## src/hdl/c40te_pkg.sv

```systemverilog
// Package with the C40 triplet encoder types, constants and value mapping functions.
`timescale 1ns / 1ps
`default_nettype none
package c40te_pkg;

    // Input command codes.
    typedef enum logic {
        CMD_ENCODE = 1'b0,
        CMD_FLUSH  = 1'b1
    } t_cmd;

    // Result kind codes.
    typedef enum logic {
        KIND_CODEWORD = 1'b0,
        KIND_LEFTOVER = 1'b1
    } t_kind;

    // One input request.
    typedef struct packed {
        t_cmd       cmd;
        logic [7:0] char_code;
    } t_in_item;

    // One result item.
    typedef struct packed {
        logic [7:0] codeword;
        t_kind      kind;
        logic       last;
    } t_out_item;

    // Up to four C40 values produced by one byte, first value at index 0.
    typedef struct packed {
        logic [2:0]       cnt;
        logic [3:0][5:0]  v;
    } t_map;

    localparam logic [7:0] C_UNLATCH     = 8'd254;
    localparam logic [5:0] C_SHIFT1      = 6'd0;
    localparam logic [5:0] C_SHIFT2      = 6'd1;
    localparam logic [5:0] C_SHIFT3      = 6'd2;
    localparam logic [5:0] C_UPPER_SHIFT = 6'd30;
    localparam logic [5:0] C_SPACE_VAL   = 6'd3;

    // Map a 7-bit character onto the basic set with an optional shift prefix.
    function automatic t_map map_basic(input logic [6:0] b);
        t_map m;
        m = '0;
        if (b == 7'd32) begin
            m.cnt  = 3'd1;
            m.v[0] = C_SPACE_VAL;
        end else if (b >= 7'd48 && b <= 7'd57) begin
            m.cnt  = 3'd1;
            m.v[0] = 6'(b - 7'd44);
        end else if (b >= 7'd65 && b <= 7'd90) begin
            m.cnt  = 3'd1;
            m.v[0] = 6'(b - 7'd51);
        end else if (b <= 7'd31) begin
            m.cnt  = 3'd2;
            m.v[0] = C_SHIFT1;
            m.v[1] = 6'(b);
        end else if (b >= 7'd33 && b <= 7'd47) begin
            m.cnt  = 3'd2;
            m.v[0] = C_SHIFT2;
            m.v[1] = 6'(b - 7'd33);
        end else if (b >= 7'd58 && b <= 7'd64) begin
            m.cnt  = 3'd2;
            m.v[0] = C_SHIFT2;
            m.v[1] = 6'(b - 7'd43);
        end else if (b >= 7'd91 && b <= 7'd95) begin
            m.cnt  = 3'd2;
            m.v[0] = C_SHIFT2;
            m.v[1] = 6'(b - 7'd69);
        end else begin
            m.cnt  = 3'd2;
            m.v[0] = C_SHIFT3;
            m.v[1] = {1'b0, b[4:0]};
        end
        return m;
    endfunction

    // Map a full byte; bytes of 128 and above get the upper-shift prefix.
    function automatic t_map map_byte(input logic [7:0] b);
        t_map base;
        t_map m;
        base = map_basic(b[6:0]);
        m    = base;
        if (b[7]) begin
            m.cnt  = base.cnt + 3'd2;
            m.v[0] = C_SHIFT2;
            m.v[1] = C_UPPER_SHIFT;
            m.v[2] = base.v[0];
            m.v[3] = base.v[1];
        end
        return m;
    endfunction

    // Pack one triplet as 1600a + 40b + c + 1.
    function automatic logic [15:0] pack(input logic [5:0] a, input logic [5:0] b,
                                         input logic [5:0] c);
        return {10'd0, a} * 16'd1600 + {10'd0, b} * 16'd40 + {10'd0, c} + 16'd1;
    endfunction

endpackage
`default_nettype wire

```

## src/hdl/c40_text_triplet_encoder.sv

```systemverilog
// C40 text triplet encoder: input register, single-pass mapping and packing, result buffer.
//
//  Channel | Direction | Signals                               | Moves
//  --------+-----------+---------------------------------------+---------------------------
//  in      | in        | i_in_valid, o_in_ready, i_in_data     | one byte or flush request
//  out     | out       | o_out_valid, i_out_ready, o_out_data  | one codeword result
//
// A request is registered, then mapped and packed combinationally into a four-entry result buffer.
// The result buffer drains one result per cycle through its single output port,
// stalling while i_out_ready is low.
// A new request is loaded while the last result of the previous one is being taken.
// Reset clears the valid flags, the buffer count and the pending count.
// Stalls on the output hold the buffer and back up into the input register.
`timescale 1ns / 1ps
`default_nettype none
module c40_text_triplet_encoder (
    input  wire                   i_clk,
    input  wire                   i_rst_n,
    input  wire                   i_in_valid,
    output logic                  o_in_ready,
    input  wire c40te_pkg::t_in_item i_in_data,
    output logic                  o_out_valid,
    input  wire                   i_out_ready,
    output c40te_pkg::t_out_item  o_out_data
);
    import c40te_pkg::*;

    // Input register.
    logic            r_in_vld;
    t_in_item        r_in;

    // Pending values and their count.
    logic [1:0][5:0] r_pend;
    logic [1:0]      r_pend_cnt;

    // Result buffer, head at index 0.
    t_out_item       r_res [4];
    logic [2:0]      r_cnt;

    // Combinational values.
    logic            pop;
    logic            load;
    t_map            mv;
    logic [1:0]      n_eff;
    logic [5:0][5:0] vals;
    logic [2:0]      total;
    logic [1:0]      ntrip;
    logic [15:0]     pk0;
    logic [15:0]     pk1;
    logic [15:0]     pkf;
    t_out_item       n_res [4];
    logic [2:0]      n_cnt;
    logic [1:0][5:0] n_pend;
    logic [1:0]      n_pend_cnt;

    // Handshake control.
    assign pop         = o_out_valid && i_out_ready;
    assign load        = r_in_vld && ((r_cnt == 3'd0) || ((r_cnt == 3'd1) && pop));
    assign o_in_ready  = !r_in_vld || load;
    assign o_out_valid = (r_cnt != 3'd0);
    assign o_out_data  = r_res[0];

    // Line up pending values ahead of the new byte's values.
    always_comb begin
        mv = map_byte(r_in.char_code);
        unique case (r_pend_cnt)
            2'd0:    begin
                n_eff = 2'd0;
                vals  = {12'd0, mv.v};
            end
            2'd1:    begin
                n_eff = 2'd1;
                vals  = {6'd0, mv.v, r_pend[0]};
            end
            default: begin
                n_eff = 2'd2;
                vals  = {mv.v, r_pend};
            end
        endcase
        total = {1'b0, n_eff} + mv.cnt;
        if (total >= 3'd6) begin
            ntrip = 2'd2;
        end else if (total >= 3'd3) begin
            ntrip = 2'd1;
        end else begin
            ntrip = 2'd0;
        end
        pk0 = pack(vals[0], vals[1], vals[2]);
        pk1 = pack(vals[3], vals[4], vals[5]);
        pkf = pack(r_pend[0], r_pend[1], 6'd0);
    end

    // Build the results and next pending state for the registered request.
    always_comb begin
        for (int i = 0; i < 4; i++) begin
            n_res[i] = '{codeword: 8'd0, kind: KIND_CODEWORD, last: 1'b0};
        end
        n_cnt      = 3'd0;
        n_pend     = vals[1:0];
        n_pend_cnt = 2'd0;
        if (r_in.cmd == CMD_ENCODE) begin
            n_res[0].codeword = pk0[15:8];
            n_res[1].codeword = pk0[7:0];
            n_res[2].codeword = pk1[15:8];
            n_res[3].codeword = pk1[7:0];
            unique case (ntrip)
                2'd0:    begin
                    n_cnt      = 3'd0;
                    n_pend     = vals[1:0];
                    n_pend_cnt = total[1:0];
                end
                2'd1:    begin
                    n_cnt         = 3'd2;
                    n_res[1].last = 1'b1;
                    n_pend        = vals[4:3];
                    n_pend_cnt    = 2'(total - 3'd3);
                end
                default: begin
                    n_cnt         = 3'd4;
                    n_res[3].last = 1'b1;
                    n_pend_cnt    = 2'd0;
                end
            endcase
        end else begin
            // Flush closes the segment and empties the pending values.
            unique case (n_eff)
                2'd2:    begin
                    n_cnt             = 3'd3;
                    n_res[0].codeword = pkf[15:8];
                    n_res[1].codeword = pkf[7:0];
                    n_res[2].codeword = C_UNLATCH;
                    n_res[2].last     = 1'b1;
                end
                2'd1:    begin
                    n_cnt         = 3'd1;
                    n_res[0].kind = KIND_LEFTOVER;
                    n_res[0].last = 1'b1;
                end
                default: begin
                    n_cnt             = 3'd1;
                    n_res[0].codeword = C_UNLATCH;
                    n_res[0].last     = 1'b1;
                end
            endcase
        end
    end

    // Input register control.
    always_ff @(posedge i_clk) begin
        if (!i_rst_n) begin
            r_in_vld <= 1'b0;
        end else if (i_in_valid && o_in_ready) begin
            r_in_vld <= 1'b1;
        end else if (load) begin
            r_in_vld <= 1'b0;
        end
    end

    // Input payload.
    always_ff @(posedge i_clk) begin
        if (i_in_valid && o_in_ready) begin
            r_in <= i_in_data;
        end
    end

    // Pending count and result count.
    always_ff @(posedge i_clk) begin
        if (!i_rst_n) begin
            r_pend_cnt <= 2'd0;
            r_cnt      <= 3'd0;
        end else if (load) begin
            r_pend_cnt <= n_pend_cnt;
            r_cnt      <= n_cnt;
        end else if (pop) begin
            r_cnt      <= r_cnt - 3'd1;
        end
    end

    // Pending values and result buffer payload.
    always_ff @(posedge i_clk) begin
        if (load) begin
            r_pend <= n_pend;
            for (int i = 0; i < 4; i++) begin
                r_res[i] <= n_res[i];
            end
        end else if (pop) begin
            for (int i = 0; i < 3; i++) begin
                r_res[i] <= r_res[i + 1];
            end
        end
    end

    // The buffer never holds more than one request's results.
    a_cnt_range: assert property (@(posedge i_clk) disable iff (!i_rst_n)
        r_cnt <= 3'd4 && r_pend_cnt <= 2'd2)
        else $error("result or pending count out of range");

    // A result marked last is the only one left in the buffer.
    a_last_at_end: assert property (@(posedge i_clk) disable iff (!i_rst_n)
        (o_out_valid && o_out_data.last) |-> (r_cnt == 3'd1))
        else $error("last result not at the end of the buffer");

    // The last result in the buffer always carries the last mark.
    a_end_is_last: assert property (@(posedge i_clk) disable iff (!i_rst_n)
        (r_cnt == 3'd1) |-> o_out_data.last)
        else $error("final buffered result lacks the last mark");

    // Every flush empties the pending values.
    a_flush_clears: assert property (@(posedge i_clk) disable iff (!i_rst_n)
        (load && r_in.cmd == CMD_FLUSH) |=> (r_pend_cnt == 2'd0))
        else $error("pending values left after flush");

    // A result set is loaded only into an empty buffer or over its last result as that is taken.
    a_load_empty: assert property (@(posedge i_clk) disable iff (!i_rst_n)
        load |-> (r_cnt == 3'd0 || (r_cnt == 3'd1 && pop)))
        else $error("results loaded over undelivered results");

endmodule
`default_nettype wire
```

## config.mk

```make
export PLATFORM = sky130hd
export DESIGN_NAME = c40_text_triplet_encoder
export DESIGN_NICKNAME = d
export VERILOG_FILES = /design/src/hdl/c40te_pkg.sv /design/src/hdl/c40_text_triplet_encoder.sv
export SDC_FILE = /design/constraint.sdc
export NUM_CORES = 1
export LEC_CHECK = 0
export BUFFER_PORTS_ARGS = -buffer_cell sky130_fd_sc_hd__buf_4
export CAP_MARGIN = 20
export CORE_UTILIZATION = 58
export CTS_BUF_LIST = sky130_fd_sc_hd__clkbuf_16
export CTS_CLUSTER_SIZE = 25
export DETAILED_ROUTE_END_ITERATION = 8
export GPL_TIMING_DRIVEN = 0
export HOLD_SLACK_MARGIN = 0.15
export PLACE_DENSITY = 0.81
export SLEW_MARGIN = 10
export SYNTH_ARGS = -nofsm -noshare
export SYNTH_HDL_FRONTEND = slang
export SYNTH_SLANG_ARGS = --single-unit
```

## constraint.sdc

```tcl
create_clock -name i_clk -period 5.79 [get_ports i_clk]
set_input_delay 0.579 -clock i_clk [delete_from_list [all_inputs] [get_ports i_clk]]
set_output_delay 0.579 -clock i_clk [all_outputs]
set_load 0.02 [all_outputs]
```

# --- Word level (Yosys, flattened, before mapping) ---
# Memory sizes are Yosys's and may differ from the RTL's.
# Cells that the tools add are included.
op_classes:
  order_cmp: 13
  muxes: 53
  add_sub_neg: 17
  bitwise_logic: 3
  n_eq_ne: 6
  multipliers: 6
  n_reduce_logical: 19
ops:
  columns: ["cell", "count"]
  rows:
  - ["two-way mux 12 bit", 6]
  - ["case mux 36 bit (2 select lines)", 1]
  - ["adder 16 x 1 -> 16 bit, second input constant", 3]
  - ["adder 16 x 12 -> 16 bit", 3]
  - ["two-way mux 8 bit", 6]
  - ["two-way mux 6 bit", 6]
  - ["adder 16 x 6 -> 16 bit", 2]
  - ["multiplier 6 x 5 -> 10 bit, second input constant", 3]
  - ["two-way mux 10 bit", 3]
  - ["multiplier 6 x 3 -> 9 bit, second input constant", 3]
  - ["two-way mux 27 bit", 1]
  - ["subtractor 6 bit, second input constant", 4]
  - [">= comparator 7 x 6 -> 1 bit, second input constant", 3]
  - ["<= comparator 7 bit, second input constant", 3]
  - ["two-way mux 1 bit", 16]
  - ["case mux 8 bit (2 select lines)", 1]
  - [">= comparator 7 bit, second input constant", 2]
  - ["<= comparator 7 x 6 -> 1 bit, second input constant", 2]
  - ["two-way mux 2 bit", 7]
  - ["logical AND 1 bit", 9]
  - ["two-way mux 3 bit", 3]
  - ["case mux 2 bit (2 select lines)", 2]
  - ["== test 7 x 6 -> 1 bit, second input constant", 1]
  - ["<= comparator 7 x 5 -> 1 bit, second input constant", 1]
  - ["19 further kinds", 26]
word_totals:
  in_bits: 13
  ramBits: 40
  mem_count: 1
  word_cells: 125
  output_inout_bits: 12
  regBits: 27
memory_table:
  columns: ["name", "depth", "width", "read_ports", "rd_clocked_by_memory_dff", "write_ports", "line_no", "source"]
  rows:
  - ["r_res", 4, 10, 4, 0, 4, "c40_text_triplet_encoder.sv:37", "t_out_item r_res [4];"]

# --- Longest topological paths before layout ---
# Gate-level depths: netlist of run 1.
depth:
  ltp_word: 18
  mapped_depth: 28

# --- Least setup slack after synthesis of run 1 ---
# No wires, ideal clock.
synth_timing:
  path_kind: "reg-to-reg"
  startpoint: "register r_in[2] (netlist name)"
  endpoint: "memory r_res[0][9] (netlist name) (data pin)"
  t_arrival_ns: 5.382
  setup_time_ns: 0.135
  required_time_ns: 5.655
  path_stages_with_launch: 25
  n_path_buf: 1
  setup_slack_ns: 0.273
  path_cell_list: "edfxtp_1 -> buf_2 -> inv_1 -> ha_1 -> and4b_1 -> a32oi_2 -> o22ai_1 -> o41ai_1 -> o21ai_0 -> nor2_1 -> mux2i_1 -> o21ai_0 -> ha_1 -> ha_1 -> fa_1 -> a21o_1 -> a21oi_1 -> xnor2_1 -> ha_1 -> a21o_1 -> a21oi_1 -> o21a_1 -> a31oi_4 -> a2111o_1 -> nand3_1"
synth_rtl:
  columns: ["element", "line_no", "source"]
  rows:
  - ["start, declared", "c40_text_triplet_encoder.sv:30", "t_in_item r_in;"]
  - ["start signal, assigned", "c40_text_triplet_encoder.sv:162", "r_in <= i_in_data;"]
  - ["end, declared", "c40_text_triplet_encoder.sv:37", null]

==> results of run 1 <==
==> state kept, by name, indices dropped and copies added, names as in the netlist <==
name,count
r_res,37
r_pend,12
r_in,9
r_cnt,3
r_pend_cnt,2
r_in_vld,1
==> area by class of cell <==
type / count / area, µm² / area share, %
Inverter: 50 / 198.9 / 2.238
Clock buffer: 9 / 225.2 / 2.533
Timing Repair Buffer: 51 / 402.9 / 4.532
Buffer: 32 / 151.4 / 1.703
Multi-Input combinational cell: 738 / 5731 / 64.46
Sequential cell: 64 / 1862 / 20.94
Clock inverter: 7 / 103.9 / 1.168
Tap cell: 172 / 215.2 / 2.421
==> routing by layer <==
metal / global-route usage (%) / wire length, µm
met2: 51.20 / 10060
met1: 40.89 / 8532
met3: 6.437 / 2034
met4: 16.29 / 982
met5: 0 / 0
==> how the worst max path moves through the flow <==
stage,from,end,cells after the start
floorplan,r_in[2]$_DFFE_PP_,r_res[0][9]$_DFFE_PP_,24
global placement,r_in[2]$_DFFE_PP_,r_res[0][7]$_DFFE_PP_,24
detailed placement,r_in[2]$_DFFE_PP_,r_res[2][9]$_DFFE_PP_,23
CTS,r_in[3]$_DFFE_PP_,r_res[2][9]$_DFFE_PP_,22
global route,r_in[2]$_DFFE_PP_,r_res[0][6]$_DFFE_PP_,21
finish,r_in[3]$_DFFE_PP_,r_res[2][9]$_DFFE_PP_,24
==> cell usage in the layout, fill, tap and decap left out, types with 4 or more instances in the layout <==
master and instances:
fa_1 6, a21boi_0 4, and2_1 7, o21a_1 13
xor2_1 23, nor2b_1 15, o21bai_1 6, edfxtp_1 58
o21ai_0 29, nand3_1 21, nor3b_1 6, o221ai_1 4
inv_1 42, o31a_1 4, o21ai_2 10, nand2_1 85
buf_4 52, a31oi_1 8, and3_1 8, a21o_1 29
dfxtp_1 6, o211ai_1 12, mux2i_1 6, ha_1 118
a21oi_1 63, xnor2_1 38, clkbuf_16 9, nor3_1 13
mux2_2 12, o21ai_1 8, nor3_2 4, clkbuf_1 24
a211oi_1 8, nor2_1 72, clkinv_4 4, a21oi_2 6
ha_2 4, nor4b_1 4, nand2b_1 9
==> logic make-up after synthesis <==
logic type	Yosys count	synth area share, %
mux	19	2.697
xor+xnor	62	7.093
compound gates	249	21.75
fa+ha+maj	133	22.52
flops	64	24.32
simple gates	275	17.41
buf+inv	83	4.216
==> per-stage QoR <==
stage / std cells / TNS (ns)
after floorplan: 885 / 0
after global placement: 1081 / -6.477
after detailed placement: 1081 / -6.837
after CTS: 1101 / 0
after global routing: 1123 / -0.3738
final: 1123 / 0
==> where the power goes <==
| group | total [mW] | switching [mW] | internal (mW) |
|---|---|---|---|
| logic | 3.77 | 2.19 | 1.59 |
| registers | 0.859 | 0.0812 | 0.778 |
| clock network | 0.613 | 0.232 | 0.381 |
==> repair_timing <==
item | in CTS | in global routing
cloned | 0 | 0
setup endpoints to repair | 15 | 12
resized for setup | 24 | 55
pin swaps | 2 | 15
endpoints found under the hold margin | 0 | 0
buffers inserted | 4 | 22
==> flow_summary.ini, run 1 <==
[logic_synthesis]
synth_enable_flop_cells = 58
syn_area_per_cell_um2 = 8.651
yosysMostFrequentCell = ha_1
yosys.area.top_type_share_pct = 22.75
synth.cell_area_um2 = 7656
synthesis.instances = 885
synth.yosys.warnings = 0
synth_cell_types = 81
synth.yosys.seq_area_share_pct = 24.32
cell_taking_the_most_area_after_synthesis = edfxtp_1
ys_async_sr_fraction_pct = 0
synth_fp_nets = 1031
synth_top_cells_by_count = 125 x ha_1, 85 x nand2_1, 75 x nor2_1
netlist_top_cells_area = edfxtp_1 23%, ha_1 20%, a21oi_1 4.6%, xnor2_1 4.5%, nand2_1 4.2%
postSynthRegisterBits = 64
ys.flop_type = edfxtp_1

[die]
floorplan_row_count = 41
boundaryPins = 25
floorplan.die.width_um = 116.9
floorplan.die_area_um2 = 13660
placeable_core_region_um2 = 12720
floorplan.initialDensity_pct = 60.18
die_h_um = 116.9

[critical_path]
cp.required_ns = 5.88
reg2reg_from = r_in[3]$_DFFE_PP_
worstSetupPathType = reg2reg
endpoint_kind = flip-flop
cp_max_fo = 10
critical_path_buf_inv_count = 4
worst_path_max_delay_cell = or3b_2
reg2reg_to = r_res[2][9]$_DFFE_PP_
reg2reg_depth = 24
worst_ep_arrival_time_ns = 5.72
max_stage_delay_ns = 0.50
setup.worst_path.start_class = flip-flop
timing.reg2reg.setup_slack_ns = 0.16
path_delay_family = adder cells
path_cells = buf_6 -> clkinvlp_4 -> ha_4 -> nand2_1 -> and3_1 -> buf_4 -> nor2_2 -> nor2_4 -> inv_2 -> a311o_1 -> nor3b_2 -> mux2i_1 -> o21ai_2 -> ha_1 -> ha_1 -> ha_1 -> fa_2 -> a21oi_1 -> nor2_1 -> nor2_1 -> xor2_1 -> or3b_2 -> nand3_1 -> nand3_1
critPathMostFrequentCell = ha_1

[routing]
vias_per_cell = 6.357
first_pass_drt_iterations = 8
route.vias.total = 7139
route.detailed.wl_per_inst_um = 19.24
route.detailed.drc = 0
routed_wirelength_mm = 21.61
drt_iter0_markers = 889
final_antenna_net_count = 0

[job]
cap_violations = 0

[cts]
cts_tree = yes
cts_hold_repair.buffers = 0
cts_buffers = 9
cts.sink_count = 64
htree_num_levels = 3
worst_setup_hold_path_clk_slew_ns = 0.06
clk_latency_ns = 0.35
clock_tree.root_cell = clkbuf_16
max-clock-path-buffers = 2

[finish]
final_net_count = 1092
antenna_cells = 0
drive_above_1_share_pct = 16.40
area.growth.synth_to_final_pct = 16.11
final_design_area_no_fill_um2 = 8890
final_core_density_pct = 69.88
filler_cell_count = 1011

[hold_path]
timing.hold.worst_path_depth = 1
hold_path_startpoint = i_in_data[8]
hold_path_class = in2reg
min_delay_worst_endpoint = r_in[8]$_DFFE_PP_

[global_route]
grt_pass1_vias = 6451
antenna_violations_before_repair = 0
grt_pass1_wl_mm = 32.82
grt_max_degree = 29
aggregate_global_route_resource_usage_pct = 31.91
grt-ovfl-total = 0

[power]
power_mw = 5.245
ir_worst_vdd_uv = 264.4
cellLeakagePower_nw = 3.977
pwr_cell_area_nw_per_um2 = 590.0

[placed_design]
dp_hpwl_mm = 16.03
preCtsSetupSlack_ns = -0.8115
numPortBuffers = 24
globalplace.congestion = 0.9743
placed_cell_area_um2 = 8051

[sta]
final_min_period_over_clock_period_pct = 97.21
final_hold_viol_count = 0
relSlewSlack_pct = 29.52
post-route-worst-setup-slack_ns = 0.1618
timing_worst_slew_pin_value_ns = 1.056
finalWorstPathRequiredPeriod_ns = 5.628
finalSetupViolCount = 0
post_route_clock_skew_ns = 0.007816
clock.fmax_mhz = 177.7
hold-worst-slack_ns = 0.4045
final_max_slew_viol_count = 0

[run_status]
status = finished, final reports clean
Power figures use the tool's default switching activity.
==> run 2: changes to the inputs <==
BUFFER_PORTS_ARGS = unset   (was -buffer_cell sky130_fd_sc_hd__buf_4)
CORE_UTILIZATION = 60   (was 58)
DONT_BUFFER_PORTS = 1   (was unset)
PLACE_DENSITY = 0.82   (was 0.81)
==> flow_summary.ini, run 2 (same netlist as run 1, synthesis figures left out) <==
[die]
die_h_um = 115.0
boundaryPins = 25
floorplan.die.width_um = 115.0
floorplan.initialDensity_pct = 62.69
floorplan_row_count = 40
placeable_core_region_um2 = 12210
floorplan.die_area_um2 = 13220

[global_route]
grt_pass1_wl_mm = 32.83
grt_max_degree = 26
grt_pass1_vias = 6579
antenna_violations_before_repair = 0
grt-ovfl-total = 0
aggregate_global_route_resource_usage_pct = 32.20

[cts]
cts_buffers = 9
cts.sink_count = 64
clk_latency_ns = 0.35
clock_tree.root_cell = clkbuf_16
max-clock-path-buffers = 2
worst_setup_hold_path_clk_slew_ns = 0.06
htree_num_levels = 3
cts_tree = yes

[finish]
final_net_count = 1062
mostFrequentLayoutCell = ha_1
top_register = r_res
regs_by_ff_count = r_res x37, r_pend x12, r_in x9
final_design_area_no_fill_um2 = 8617
final_core_density_pct = 70.56
antenna_cells = 0
flip_flop_count_of_the_largest_register_all_copies_and_words_added = 37
drive_above_1_share_pct = 12.81
area.growth.synth_to_final_pct = 12.55
layout.cells.most_common_list = 118 x ha_1, 85 x nand2_1, 71 x nor2_1

[placed_design]
placed_cell_area_um2 = 7881
numPortBuffers = 0
preCtsSetupSlack_ns = -0.7484
globalplace.congestion = 0.9693
dp_hpwl_mm = 15.61

[sta]
clock.fmax_mhz = 177.4
finalSetupViolCount = 0
finalWorstPathRequiredPeriod_ns = 5.636
setup_total_negative_slack_ns = 0
final_hold_viol_count = 0
hold-worst-slack_ns = 0.3274
relSlewSlack_pct = 29.77
final_min_period_over_clock_period_pct = 97.34
post_route_clock_skew_ns = 0.007577
final_max_slew_viol_count = 0
post-route-worst-setup-slack_ns = 0.1542
timing_worst_slew_pin_value_ns = 1.052

[routing]
met3WireLength_mm = 1.723
dr.max_layer_used = met4
drt_iter0_markers = 657
route.vias.total = 6998
final_antenna_net_count = 0
route.met2.wl_mm = 9.625
route.detailed.wl_per_inst_um = 19.08
wl_met1_mm = 8.547
first_pass_drt_iterations = 6
vias_per_cell = 6.426
route.detailed.drc = 0
routed_wirelength_mm = 20.78

[hold_path]
timing.hold.worst_path_depth = 0
hold_path_class = in2reg
min_delay_worst_endpoint = r_in[0]$_DFFE_PP_
hold_path_startpoint = i_in_data[0]

[power]
pwr_cell_area_nw_per_um2 = 584.4
cellLeakagePower_nw = 3.812
ir_worst_vdd_uv = 257.2

[critical_path]
reg2reg_depth = 19
endpoint_kind = flip-flop
timing.reg2reg.setup_slack_ns = 0.15
reg2reg_from = r_in[2]$_DFFE_PP_
cp_max_fo = 7
worstSetupPathType = reg2reg
reg2reg_to = r_res[2][9]$_DFFE_PP_
setup.worst_path.start_class = flip-flop
worst_ep_arrival_time_ns = 5.73
cp.required_ns = 5.88

[run_status]
status = finished, final reports clean

[job]
cap_violations = 0
-- run 2: cell types whose count changed in the layout (fill, tap and decap cells not counted), moves of 2 or more --
cell and delta:
o21ai_0 +2, nor3_2 -3, nor3_1 +3, buf_4 -29
-- run 2: repair_timing --
item                                    in CTS  in global routing
pin swaps                                    3                 13
endpoints found under the setup margin      15                 14
hold buffers                                 0                  0
gates resized for setup                     22                 48
buffers inserted                             2                 18
-- run 2: how the worst max path moves through the flow --
stage                      startpoint                     to  slack [ns]  depth (start not counted)
floorplan           r_in[2]$_DFFE_PP_  r_res[0][9]$_DFFE_PP_        0.27                         24
global placement    r_in[2]$_DFFE_PP_  r_res[0][9]$_DFFE_PP_       -0.78                         24
detailed placement  r_in[2]$_DFFE_PP_  r_res[0][9]$_DFFE_PP_       -0.75                         24
CTS                 r_in[1]$_DFFE_PP_  r_res[2][9]$_DFFE_PP_        0.02                         24
global route        r_in[0]$_DFFE_PP_  r_res[2][9]$_DFFE_PP_       -0.18                         23
finish              r_in[2]$_DFFE_PP_  r_res[2][9]$_DFFE_PP_        0.15                         19
-- run 2: final cells by class --
class | count | area, µm²
multi-input cells | 738 | 5736
fillers | 958 | 3595
flip-flops and latches | 64 | 1862
clock buffers | 9 | 225.2
well taps | 168 | 210.2
inverters | 50 | 198.9
repair buffers | 21 | 165.2
plain buffers | 32 | 147.6
clock inverters | 7 | 72.57
-- run 2: power breakdown --
group | internal (mW) | switching, mW | leakage [nW]
clock network | 0.333 | 0.219 | 0.143
registers | 0.783 | 0.133 | 0.605
logic | 1.48 | 2.08 | 3.06
total | 2.60 | 2.44 | 3.81
-- run 2: through the flow --
| stage | total power [mW] | instances |
|---|---|---|
| 2_1_floorplan | 3.428 | 885 |
| 3_3_place_gp | 4.122 | 1053 |
| 3_5_place_dp | 4.195 | 1054 |
| 4_1_cts | 4.822 | 1072 |
| 5_1_grt | 5.461 | 1089 |
| 6_report | 5.036 | 1089 |
-- run 2: per-layer routing --
metal  global-route usage (%)  vias to the layer above
met5                        0                        -
met4                    16.88                        0
met3                    6.009                       76
met2                    52.97                      352
met1                    40.24                     3255
li1                         -                     3315
-- run 2: worst max-delay path: stages, from the launching register on --
cell and delay (ns):
edfxtp_1 0.44, buf_4 0.20, ha_1 0.23, a21bo_2 0.24
or4_1 0.45, nor2b_1 0.21, o41ai_4 0.28, o21ai_2 0.13
o21ai_0 0.52, ha_1 0.35, ha_1 0.23, fa_1 0.42
xor2_1 0.18, ha_1 0.27, clkbuf_1 0.25, nand2_1 0.09
o31a_1 0.32, o21ai_2 0.24, mux2i_1 0.23, nand3_1 0.09
